<file path="config.mk">
export PLATFORM = sky130hd
export DESIGN_NAME = randomized_set_engine_top
export DESIGN_NICKNAME = d
export VERILOG_FILES = /design/src/rtl/rse_pkg.sv /design/src/rtl/rse_ram.sv /design/src/rtl/rse_mod.sv /design/src/rtl/randomized_set_engine_top.sv
export SDC_FILE = /design/constraint.sdc
export NUM_CORES = 2
export LEC_CHECK = 0
export ABC_CLOCK_PERIOD_IN_PS = 6200
export CAP_MARGIN = 10
export CORE_MARGIN = 1
export CORE_UTILIZATION = 40
export CTS_CLUSTER_SIZE = 30
export DETAILED_ROUTE_END_ITERATION = 8
export DONT_BUFFER_PORTS = 1
export PLACE_DENSITY = 0.56
export SYNTH_ARGS = -nofsm -noshare
export SYNTH_HDL_FRONTEND = slang
export SYNTH_SLANG_ARGS = --single-unit
export TNS_END_PERCENT = 10
</file>
<file path="constraint.sdc">
create_clock -name clk -period 6.2 [get_ports clk]
set_clock_uncertainty 0.2 [all_clocks]
set_input_delay 1.24 -clock clk [delete_from_list [all_inputs] [get_ports clk]]
set_output_delay 1.24 -clock clk [all_outputs]
set_load 0.01 [all_outputs]
</file>
<file path="src/rtl/rse_pkg.sv">
// Shared widths, command codes and LFSR helpers of the randomized set engine.
package rse_pkg;

    localparam int unsigned CAPACITY_DEFAULT = 64;
    localparam int unsigned VALUE_W          = 32;
    localparam int unsigned SIZE_W           = 7;
    localparam int unsigned RAND_W           = 32;
    localparam int unsigned IN_TDATA_W       = 40;
    localparam int unsigned OUT_TDATA_W      = 40;

    localparam logic [RAND_W-1:0] LFSR_MASK  = 32'h8020_0003;
    localparam logic [RAND_W-1:0] SEED_RESET = 32'd1;

    typedef enum logic [1:0] {
        CMD_INSERT = 2'd0,
        CMD_REMOVE = 2'd1,
        CMD_PICK   = 2'd2
    } cmd_t;

    // A zero seed would lock the generator, so it is replaced by one.
    function automatic logic [RAND_W-1:0] seed_or_one(input logic [RAND_W-1:0] s);
        return (s != '0) ? s : SEED_RESET;
    endfunction

    // Right-shifting Galois LFSR step.
    function automatic logic [RAND_W-1:0] lfsr_next(input logic [RAND_W-1:0] s);
        logic [RAND_W-1:0] t;
        t = s >> 1;
        if (s[0])
        begin
            t = t ^ LFSR_MASK;
        end
        return t;
    endfunction

endpackage

</file>
<file path="src/rtl/rse_ram.sv">
// Generic simple dual-port RAM with one write port and a registered read port.
module rse_ram #(
    parameter int unsigned WIDTH = 32,
    parameter int unsigned DEPTH = 64,
    localparam int unsigned AW = (DEPTH > 1) ? $clog2(DEPTH) : 1
) (
    input  logic             clk,
    input  logic             we,
    input  logic [AW-1:0]    wr_addr,
    input  logic [WIDTH-1:0] wr_data,
    input  logic             re,
    input  logic [AW-1:0]    rd_addr,
    output logic [WIDTH-1:0] rd_data
);

    logic [WIDTH-1:0] mem [DEPTH];
    logic [WIDTH-1:0] rd_data_reg;

    always_ff @(posedge clk)
    begin
        if (we)
        begin
            mem[wr_addr] <= wr_data;
        end
        if (re)
        begin
            rd_data_reg <= mem[rd_addr];
        end
    end

    assign rd_data = rd_data_reg;

endmodule

</file>
<file path="src/rtl/rse_mod.sv">
// Bit-serial restoring remainder unit: one dividend bit per cycle.
module rse_mod #(
    parameter int unsigned DIVISOR_W = 7
) (
    input  logic                        clk,
    input  logic                        rst_n,
    input  logic                        start,
    input  logic [rse_pkg::RAND_W-1:0]  dividend,
    input  logic [DIVISOR_W-1:0]        divisor,
    output logic                        done,
    output logic [DIVISOR_W-1:0]        remainder
);

    localparam int unsigned IW = $clog2(rse_pkg::RAND_W);

    logic [rse_pkg::RAND_W-1:0] dvd_reg;
    logic [DIVISOR_W-1:0]       dsr_reg;
    logic [DIVISOR_W-1:0]       rem_reg;
    logic [IW-1:0]              cnt_reg;
    logic                       busy_reg;
    logic                       done_reg;
    logic [DIVISOR_W:0]         trial;
    logic [DIVISOR_W:0]         diff;
    logic [DIVISOR_W-1:0]       rem_next;

    // Shift in the next dividend bit and subtract the divisor when it fits.
    always_comb
    begin
        trial    = {rem_reg, dvd_reg[rse_pkg::RAND_W-1]};
        diff     = trial - {1'b0, dsr_reg};
        rem_next = (trial >= {1'b0, dsr_reg}) ? diff[DIVISOR_W-1:0] : trial[DIVISOR_W-1:0];
    end

    always_ff @(posedge clk or negedge rst_n)
    begin
        if (!rst_n)
        begin
            dvd_reg  <= '0;
            dsr_reg  <= '0;
            rem_reg  <= '0;
            cnt_reg  <= '0;
            busy_reg <= 1'b0;
            done_reg <= 1'b0;
        end
        else if (start)
        begin
            dvd_reg  <= dividend;
            dsr_reg  <= divisor;
            rem_reg  <= '0;
            cnt_reg  <= IW'(rse_pkg::RAND_W - 1);
            busy_reg <= 1'b1;
            done_reg <= 1'b0;
        end
        else if (busy_reg)
        begin
            rem_reg <= rem_next;
            dvd_reg <= dvd_reg << 1;
            if (cnt_reg == '0)
            begin
                busy_reg <= 1'b0;
                done_reg <= 1'b1;
            end
            else
            begin
                cnt_reg <= cnt_reg - IW'(1);
            end
        end
        else
        begin
            done_reg <= 1'b0;
        end
    end

    assign done      = done_reg;
    assign remainder = rem_reg;

endmodule

</file>
<file path="src/rtl/randomized_set_engine_top.sv">
// Top level of the randomized set engine: control sequencer, value store and LFSR.
// Insert and remove run a linear scan that reads one store entry per cycle; a remove that
// frees a slot below the last element then moves the last element into it; a random pick
// runs the bit-serial remainder unit and then reads the picked store entry.
// Throughput: one item at a time; the next input beat is taken once the result is queued.
// Reset: asynchronous active-low; the set is empty, the seed is 1, the store is not cleared.
module randomized_set_engine_top #(
    parameter int unsigned CAPACITY = rse_pkg::CAPACITY_DEFAULT
) (
    input  logic                                clk,
    input  logic                                rst_n,
    // Input stream. s_tdata fields from bit 0: cmd[1:0], item_value[33:2], zero pad.
    input  logic                                s_tvalid,
    output logic                                s_tready,
    input  logic [rse_pkg::IN_TDATA_W-1:0]      s_tdata,
    // Result stream. m_tdata fields from bit 0: success[0], picked_value[32:1],
    // set_size[39:33].
    output logic                                m_tvalid,
    input  logic                                m_tready,
    output logic [rse_pkg::OUT_TDATA_W-1:0]     m_tdata,
    // Seed register write channel.
    input  logic                                cfg_valid,
    output logic                                cfg_ready,
    input  logic [rse_pkg::RAND_W-1:0]          cfg_data
);

    // Count width holds CAPACITY itself; address width indexes the store.
    localparam int unsigned CW = $clog2(CAPACITY + 1);
    localparam int unsigned AW = (CAPACITY > 1) ? $clog2(CAPACITY) : 1;

    typedef enum logic [2:0] {
        S_IDLE,
        S_SCAN,
        S_MOVE_RD,
        S_MOVE_WR,
        S_DIV,
        S_PICK_DATA,
        S_RESULT
    } state_t;

    state_t                         state_reg;
    rse_pkg::cmd_t                  cmd_reg;
    logic [rse_pkg::VALUE_W-1:0]    val_reg;
    logic [CW-1:0]                  count_reg;
    logic [CW-1:0]                  issue_idx_reg;
    logic [CW-1:0]                  cmp_idx_reg;
    logic                           cmp_valid_reg;
    logic [CW-1:0]                  slot_reg;
    logic [rse_pkg::RAND_W-1:0]     rand_reg;
    logic                           res_success_reg;
    logic [rse_pkg::VALUE_W-1:0]    res_picked_reg;
    logic                           out_valid_reg;
    logic [rse_pkg::OUT_TDATA_W-1:0] out_data_reg;

    logic                           in_beat;
    rse_pkg::cmd_t                  in_cmd;
    logic [rse_pkg::VALUE_W-1:0]    in_val;
    logic [rse_pkg::RAND_W-1:0]     rand_step;
    logic                           div_start;
    logic                           div_done;
    logic [CW-1:0]                  div_rem;
    logic                           hit;
    logic                           more;
    logic [CW-1:0]                  last_idx;
    logic                           mem_we;
    logic [AW-1:0]                  mem_wr_addr;
    logic [rse_pkg::VALUE_W-1:0]    mem_wr_data;
    logic                           mem_re;
    logic [AW-1:0]                  mem_rd_addr;
    logic [rse_pkg::VALUE_W-1:0]    mem_rd_data;
    logic                           out_load;

    assign s_tready  = (state_reg == S_IDLE);
    assign cfg_ready = 1'b1;
    assign in_beat   = s_tvalid && s_tready;
    assign in_cmd    = rse_pkg::cmd_t'(s_tdata[1:0]);
    assign in_val    = s_tdata[rse_pkg::VALUE_W+1:2];
    assign rand_step = rse_pkg::lfsr_next(rand_reg);
    assign last_idx  = count_reg - CW'(1);

    // A pick on a non-empty set starts the remainder unit at once and advances the LFSR unless a seed write wins.
    assign div_start = in_beat && (in_cmd == rse_pkg::CMD_PICK) && (count_reg != '0);

    // The scan is pipelined: an entry read issued in one cycle is compared in the next.
    // A miss is known once every entry below the count has been issued and compared.
    assign hit  = cmp_valid_reg && (mem_rd_data == val_reg);
    assign more = (issue_idx_reg < count_reg);

    // Store port control. Reads and writes of one item are ordered by the sequencer,
    // so a read never targets an entry written in the same cycle.
    always_comb
    begin
        mem_we      = 1'b0;
        mem_wr_addr = count_reg[AW-1:0];
        mem_wr_data = val_reg;
        mem_re      = 1'b0;
        mem_rd_addr = issue_idx_reg[AW-1:0];
        case (state_reg)
            S_SCAN:
            begin
                if (!hit && more)
                begin
                    mem_re = 1'b1;
                end
                else if (!hit && (cmd_reg == rse_pkg::CMD_INSERT)
                         && (count_reg < CW'(CAPACITY)))
                begin
                    mem_we = 1'b1;
                end
            end
            S_MOVE_RD:
            begin
                mem_re      = 1'b1;
                mem_rd_addr = last_idx[AW-1:0];
            end
            S_MOVE_WR:
            begin
                mem_we      = 1'b1;
                mem_wr_addr = slot_reg[AW-1:0];
                mem_wr_data = mem_rd_data;
            end
            S_DIV:
            begin
                mem_re      = div_done;
                mem_rd_addr = div_rem[AW-1:0];
            end
            default:
            begin
                mem_re = 1'b0;
            end
        endcase
    end

    // The finished result enters the output register when it is empty or being drained.
    assign out_load = (state_reg == S_RESULT) && (!out_valid_reg || m_tready);

    always_ff @(posedge clk or negedge rst_n)
    begin
        if (!rst_n)
        begin
            state_reg       <= S_IDLE;
            cmd_reg         <= rse_pkg::CMD_INSERT;
            val_reg         <= '0;
            count_reg       <= '0;
            issue_idx_reg   <= '0;
            cmp_idx_reg     <= '0;
            cmp_valid_reg   <= 1'b0;
            slot_reg        <= '0;
            rand_reg        <= rse_pkg::SEED_RESET;
            res_success_reg <= 1'b0;
            res_picked_reg  <= '0;
            out_valid_reg   <= 1'b0;
            out_data_reg    <= '0;
        end
        else
        begin
            // The seed register loads the generator directly; the user must write it only when idle (not enforced).
            if (cfg_valid && cfg_ready)
            begin
                rand_reg <= rse_pkg::seed_or_one(cfg_data);
            end
            else if (div_start)
            begin
                rand_reg <= rand_step;
            end

            // A drained beat empties the register unless a new result replaces it.
            if (out_valid_reg && m_tready && !out_load)
            begin
                out_valid_reg <= 1'b0;
            end

            case (state_reg)
                S_IDLE:
                begin
                    if (in_beat)
                    begin
                        cmd_reg         <= in_cmd;
                        val_reg         <= in_val;
                        issue_idx_reg   <= '0;
                        cmp_valid_reg   <= 1'b0;
                        res_success_reg <= 1'b0;
                        res_picked_reg  <= '0;
                        case (in_cmd)
                            rse_pkg::CMD_INSERT, rse_pkg::CMD_REMOVE:
                            begin
                                state_reg <= S_SCAN;
                            end
                            rse_pkg::CMD_PICK:
                            begin
                                // An empty set answers at once without a pick.
                                state_reg <= (count_reg != '0) ? S_DIV : S_RESULT;
                            end
                            default:
                            begin
                                state_reg <= S_RESULT;
                            end
                        endcase
                    end
                end
                S_SCAN:
                begin
                    if (hit)
                    begin
                        cmp_valid_reg <= 1'b0;
                        if (cmd_reg == rse_pkg::CMD_REMOVE)
                        begin
                            // Removing the last element needs no move.
                            res_success_reg <= 1'b1;
                            slot_reg        <= cmp_idx_reg;
                            if (cmp_idx_reg != last_idx)
                            begin
                                state_reg <= S_MOVE_RD;
                            end
                            else
                            begin
                                count_reg <= last_idx;
                                state_reg <= S_RESULT;
                            end
                        end
                        else
                        begin
                            state_reg <= S_RESULT;
                        end
                    end
                    else if (more)
                    begin
                        cmp_valid_reg <= 1'b1;
                        cmp_idx_reg   <= issue_idx_reg;
                        issue_idx_reg <= issue_idx_reg + CW'(1);
                    end
                    else
                    begin
                        cmp_valid_reg <= 1'b0;
                        if (mem_we)
                        begin
                            count_reg       <= count_reg + CW'(1);
                            res_success_reg <= 1'b1;
                        end
                        state_reg <= S_RESULT;
                    end
                end
                S_MOVE_RD:
                begin
                    state_reg <= S_MOVE_WR;
                end
                S_MOVE_WR:
                begin
                    count_reg <= last_idx;
                    state_reg <= S_RESULT;
                end
                S_DIV:
                begin
                    if (div_done)
                    begin
                        state_reg <= S_PICK_DATA;
                    end
                end
                S_PICK_DATA:
                begin
                    res_success_reg <= 1'b1;
                    res_picked_reg  <= mem_rd_data;
                    state_reg       <= S_RESULT;
                end
                S_RESULT:
                begin
                    if (out_load)
                    begin
                        out_valid_reg <= 1'b1;
                        out_data_reg  <= {rse_pkg::SIZE_W'(count_reg), res_picked_reg,
                                          res_success_reg};
                        state_reg     <= S_IDLE;
                    end
                end
                default:
                begin
                    state_reg <= S_IDLE;
                end
            endcase
        end
    end

    assign m_tvalid = out_valid_reg;
    assign m_tdata  = out_data_reg;

    rse_ram #(
        .WIDTH (rse_pkg::VALUE_W),
        .DEPTH (CAPACITY)
    ) u_store (
        .clk     (clk),
        .we      (mem_we),
        .wr_addr (mem_wr_addr),
        .wr_data (mem_wr_data),
        .re      (mem_re),
        .rd_addr (mem_rd_addr),
        .rd_data (mem_rd_data)
    );

    rse_mod #(
        .DIVISOR_W (CW)
    ) u_mod (
        .clk       (clk),
        .rst_n     (rst_n),
        .start     (div_start),
        .dividend  (rand_step),
        .divisor   (count_reg),
        .done      (div_done),
        .remainder (div_rem)
    );

    // The element count never exceeds the capacity.
    assert property (@(posedge clk) disable iff (!rst_n)
        count_reg <= CW'(CAPACITY))
        else $error("element count exceeds capacity");

    // A store write lands at or below the current count.
    assert property (@(posedge clk) disable iff (!rst_n)
        mem_we |-> ({1'b0, mem_wr_addr} <= (AW + 1)'(count_reg)))
        else $error("store write beyond the packed region");

    // The picked index lies inside the packed region.
    assert property (@(posedge clk) disable iff (!rst_n)
        (state_reg == S_DIV) && div_done |-> (div_rem < count_reg))
        else $error("pick index outside the set");

    // The remainder unit finishes only while the sequencer waits for it.
    assert property (@(posedge clk) disable iff (!rst_n)
        div_done |-> (state_reg == S_DIV))
        else $error("remainder finished outside a pick");

    // The count moves only on the way to the result stage.
    assert property (@(posedge clk) disable iff (!rst_n)
        (count_reg != $past(count_reg)) |-> (state_reg == S_RESULT))
        else $error("element count changed outside an operation");

endmodule
</file>
Yosys cells after proc, flatten, opt, wreduce, memory -nomap -nowiden
Memory sizes are Yosys's and may differ from the RTL's. A register that Yosys moved wholly into a read port is not among the register bits. Cells that the tools add are included.

Equal/unequal tests: 22. Magnitude comparators: 3. Add/sub/neg operators: 5. Mux-type cells: 62. Bitwise operators: 2. Reductions and logical operators: 39.

Operators by type and width (number): $mux 32 (8); $mux 7 (11); $pmux 32 s2 (1); $eq 32x32->1 (1); $reduce_bool 32->1 (1); $pmux 7 s2 (2); $mux 1 (21); $mux 3 (7); $pmux 3 s6 (1); $mux 5 (3); $ne 3x3->1 const B (5); $add 7x1->7 const B (2); $pmux 6 s2 (1); $logic_and 1x1->1 (10); $reduce_and 2->1 (5); $reduce_and 5->1 (2); $reduce_bool 2->1 (5); $eq 3x3->1 const B (3); $ge 8x7->1 (1); $ne 2x2->1 const B (4); $reduce_and 4->1 (2); $lt 7x7->1 (1); $lt 7x7->1 const B (1); $ne 7x7->1 (1); other kinds (24) (34).

Memories: 1. Memory bits (writable): 2048. Output and inout port bits: 43. Flip-flop bits (word level): 224.

Memories: u_store.mem (words 64, width 32, read ports 1, clocked after memory_dff 1, wr ports 1, line rse_ram.sv:16) `logic [WIDTH-1:0] mem [DEPTH];`.

Depth between registers and ports, before layout
Word-level depth: 12. Mapped depth: 15. Mapped depth without buffers: 12.

By module
From an unflattened synthesis, not the netlist that was laid out.

Cells, all modules: 4528. Area, all modules: 90252.8 µm².

Modules (own cells, without submodules): rse_ram (cells each 3324, instances 1, sequential area each 62459.9 µm², area each 78835.6 µm²); randomized_set_engine_top (cells each 922, instances 1, sequential area each 4280.4 µm², area each 8693.3 µm²); rse_mod (cells each 282, instances 1, sequential area each 1326.3 µm², area each 2723.9 µm²).

Worst setup path after synthesis
OpenSTA, ideal clock, no wires.

Path kind: reg-to-reg. Start: reg state_reg[2]. End: mem u_store.mem[0][22] (data pin). Path buffers: 3. Clock period less this slack: 4.690 ns. Setup slack: 1.510 ns. Stages on the path, launching flop included: 7. Arrival: 3.788 ns. Cell sequence: dfrtp_1 buf_2 and2b_2 and2_1 clkbuf_1 clkbuf_1 o21ai_0.

Longest elaborated chain between the ends: 2.

RTL lines: start, declared (line randomized_set_engine_top.sv:41) `state_t state_reg;`; start signal, assigned (line randomized_set_engine_top.sv:192) `state_reg <= (count_reg != '0) ? S_DIV : S_RESULT;`; $eq 3x2->1 (line randomized_set_engine_top.sv:98) `case (state_reg)`; $mux 32 (line randomized_set_engine_top.sv:98); via mem_wr_data (one bit) (line randomized_set_engine_top.sv:67) `logic [rse_pkg::VALUE_W-1:0] mem_wr_data;`; end, declared (line rse_ram.sv:16).

The timed path passes the listed nets, and every way through them passes these cells.

Final worst setup path
Start: reg count_reg[0]. End: reg u_store.rd_data_reg[25] (netlist: u_store.rd_data[25]), read port of u_store.mem (data pin).

Longest elaborated chain between the ends: 4.

RTL lines: start, declared (line randomized_set_engine_top.sv:44) `logic [CW-1:0] count_reg;`; start signal, assigned (line randomized_set_engine_top.sv:217) `count_reg <= last_idx;`; start signal, assigned (line randomized_set_engine_top.sv:237) `count_reg <= count_reg + CW'(1);`; start signal, assigned (line randomized_set_engine_top.sv:249) `count_reg <= last_idx;`; $lt 7x7->1 (line randomized_set_engine_top.sv:87) `assign more = (issue_idx_reg < count_reg);`; $logic_and 1x1->1 (line randomized_set_engine_top.sv:101) `if (!hit && more)`; $mux 1 (line randomized_set_engine_top.sv:101); $pmux 1 s3 (line randomized_set_engine_top.sv:98); end, declared (line rse_ram.sv:17) `logic [WIDTH-1:0] rd_data_reg;`.

Several ways; a longest one is shown, not always the timed one. A chain may end at the register's enable or synchronous reset.

==> flow_summary.ini <==
[pwr]
ir_worst_vdd_uv = 527
internal-power_mw = 35.7
static-leakage-power_nw = 35.5
clockPowerShare_pct = 22.1
p_switching_mw = 25.5
power.density_nw_per_um2 = 592
combinationalPowerShare_pct = 43.1
swShare_pct = 41.7
seq_power_share_pct = 34.8

[clock_network]
cts_tree = yes
cts_sinks = 2304
cts-root-buf = clkbuf_16
clkTransAtPathRegs_ns = 0.07
cts_buffers = 227
clk_latency_ns = 0.86
clock_path_buffers = 3
cts_max_level = 4

[final_layout]
seq_area_sq_um = 68100
final.fill_count = 19677
mostFrequentLayoutCells = edfxtp_1, nand2_1, a21oi_1
largest_register = u_store.mem
syn2layout_area_growth_pct = 13.4
nNetsFinal = 6237
drive_gt1_share_pct = 13.9
multiInputGateArea_sq_um = 21900
layout_commonest_cell = edfxtp_1
largest_reg_flops = 2048
final-instance-count-excl-fill = 9332
fin_util_pct = 45.8

[routing]
route.met3.wl_mm = 23.2
wirelength_mm = 270
wl_met2_mm = 122
drtAntennaViolNets = 0
wire_per_inst_um = 28.9
vias_per_cell = 5.88
drt_iter0_drc = 6460
topRoutingLayerUsed = met5
via_count = 54915
wl_met1_mm = 117
drc_errors = 0
drt_first_pass_iters = 6

[place]
pre_cts_ws_ns = 1.14
portBuffers = 0
dp_hpwl_mm = 158
dpl.cell_count = 8903
gp_congestion = 0.848

[timing]
whs_ns = -0.0996
post-route-period-util_pct = 82.5
slew_headroom_pct = 18.0
finalHoldViolations = 167
layout_setup_ws_ns = 1.09
slew_violations = 0
fin_crit_ns = 5.11
rsz0062_at_grt = false
tns_ns = 0
max_freq_mhz = 196
worst_slew_pin_slew_ns = 1.23
setup_viol = 0

[outcome]
status = complete, but fails checks
violations = negative hold slack

[worst_setup_path]
r2r_start = count_reg[0]
crit_path_end = u_store.rd_data[25]
critical_path_class = reg -> reg
startpoint_type = register
arrival_ns = 5.63
rr_worst_depth = 11
critPathRequiredTime_ns = 6.72
r2r_setup_slack_ns = 1.09
worstReg2RegEnd = u_store.rd_data[25]
worstPathMaxFanout = 77
cp-startpoint = count_reg[0]
crit_path_end_kind = register

[synth]
synth_top_area_share_pct = 68.5
synth_top_flop_cell = edfxtp_1
synth_cells = 6067
yosysTopAreaCell = edfxtp_1
async_reset_ff_share_pct = 9.72
ys_warn_count = 0
synth_seq_cells = 2304
synth_edf_count = 2080
synthTopCellsByArea = edfxtp_1, dfrtp_1, nand2_1
syn-num-nets = 6163
syn_area_per_cell_sq_um = 15.0
netlist-cell-type-count = 74
ys_seq_area_share_pct = 74.7
synthesis.area_sq_um = 91200

[global_route]
grt_usage_pct = 23.1
grt_pass1_vias = 52469
overflow = 0
grt_pass1_wl_mm = 384
antenna_found_initial = 10
grt_max_degree = 225

[run]
max-cap-violations = 0

[floorplan]
core_sq_um = 226000
die_y_um = 479
die_area_sq_um = 230000
die_width_um = 479
top_level_ports = 120
rows = 174
initial_core_util_pct = 40.4

[min_path]
min_path_type = in -> async
[kinds of logic (layout without fill, tap and decap cells)]
group | after synthesis | after routing | synth area share [%]
buf+inv | 429 | 692 | 2.12
simple gates | 1617 | 1617 | 7.36
fa+ha+maj | 19 | 19 | 0.269
xor+xnor | 61 | 61 | 0.601
compound gates | 1263 | 1263 | 9.09
mux | 373 | 373 | 5.88
other cells | 1 | 11 | 0.00411
flops | 2304 | 2304 | 74.7
[layer usage]
metal / up-vias / global-route usage, %
met5: - / 0
met3: 368 / 3.82
met1: 28561 / 33.9
met2: 2483 / 35.4
met4: 6 / 6.68
li1: 23497 / -
[final cells by class]
type,count,share of cell area [%]
sequential,2304,65.8
multi-input combinational,3334,21.2
clock buffer,302,5.97
tap,2992,3.62
timing repair buffer,246,2.21
clock inverter,116,1.04
inverter,28,0.102
antenna,10,0.0242
[Yosys cell counts (all sizes together), types with 15 or more instances]
cell type / count
inv: 28
a32oi: 169
xnor2: 34
nand2: 1233
a221oi: 16
a21oi: 416
nand4: 15
clkbuf: 214
or4: 18
ha: 18
a22o: 23
o221ai: 64
dfrtp: 223
xor2: 26
nand3: 97
a21o: 36
a211oi: 65
nor4: 17
buf: 187
nor2: 110
mux2i: 195
o21ai: 158
a22oi: 129
mux2: 53
a31oi: 106
o22ai: 31
mux4: 125
edfxtp: 2080
and3: 61
[through the flow]
| stage | power (mW) | area, sq um |
|---|---|---|
| after global routing | 63.5 | 103000 |
| after global placement | 47.3 | 96100 |
| after floorplan | 36.6 | 91200 |
| after detailed placement | 47.7 | 96100 |
| final | 61.2 | 103000 |
| after CTS | 61.2 | 103000 |
[worst min path at each step]
stage	startpoint	endpoint	slack, ns
6_report	rst_n	m_tdata[37]	-0.1
5_1_grt	rst_n	m_tdata[37]	-0.15
3_5_place_dp	res_picked_reg[30]	res_picked_reg[30]	0.29
2_1_floorplan	cmd_reg[1]	cmd_reg[1]	0.25
4_1_cts	rst_n	cmp_idx_reg[3]	-0.18
3_3_place_gp	cmd_reg[1]	cmd_reg[1]	0.28
[power by group through the flow]
stage	logic (mW)	clock network (mW)	registers, mW
after floorplan	15.4	0	21.2
after global placement	25.8	0	21.6
after detailed placement	26.1	0	21.6
after CTS	26.2	13.7	21.3
after global routing	27.9	14.3	21.3
final	26.4	13.5	21.3
[worst max-delay path, cell delays in order, from the launching register on]
cell,delay [ns]
dfrtp_1,0.62
inv_1,0.27
ha_1,0.33
xor2_1,0.23
o32a_1,0.32
and2_4,0.75
buf_12,0.46
nor2_2,0.32
a31oi_1,0.23
a31oi_1,0.18
o22ai_1,0.76
a211o_1,0.19
[repair_timing]
action	CTS	global route
resized for setup	0	0
setup buffers	0	0
hold endpoints to repair	223	223
No activity file was read; power rests on OpenSTA's default activity.
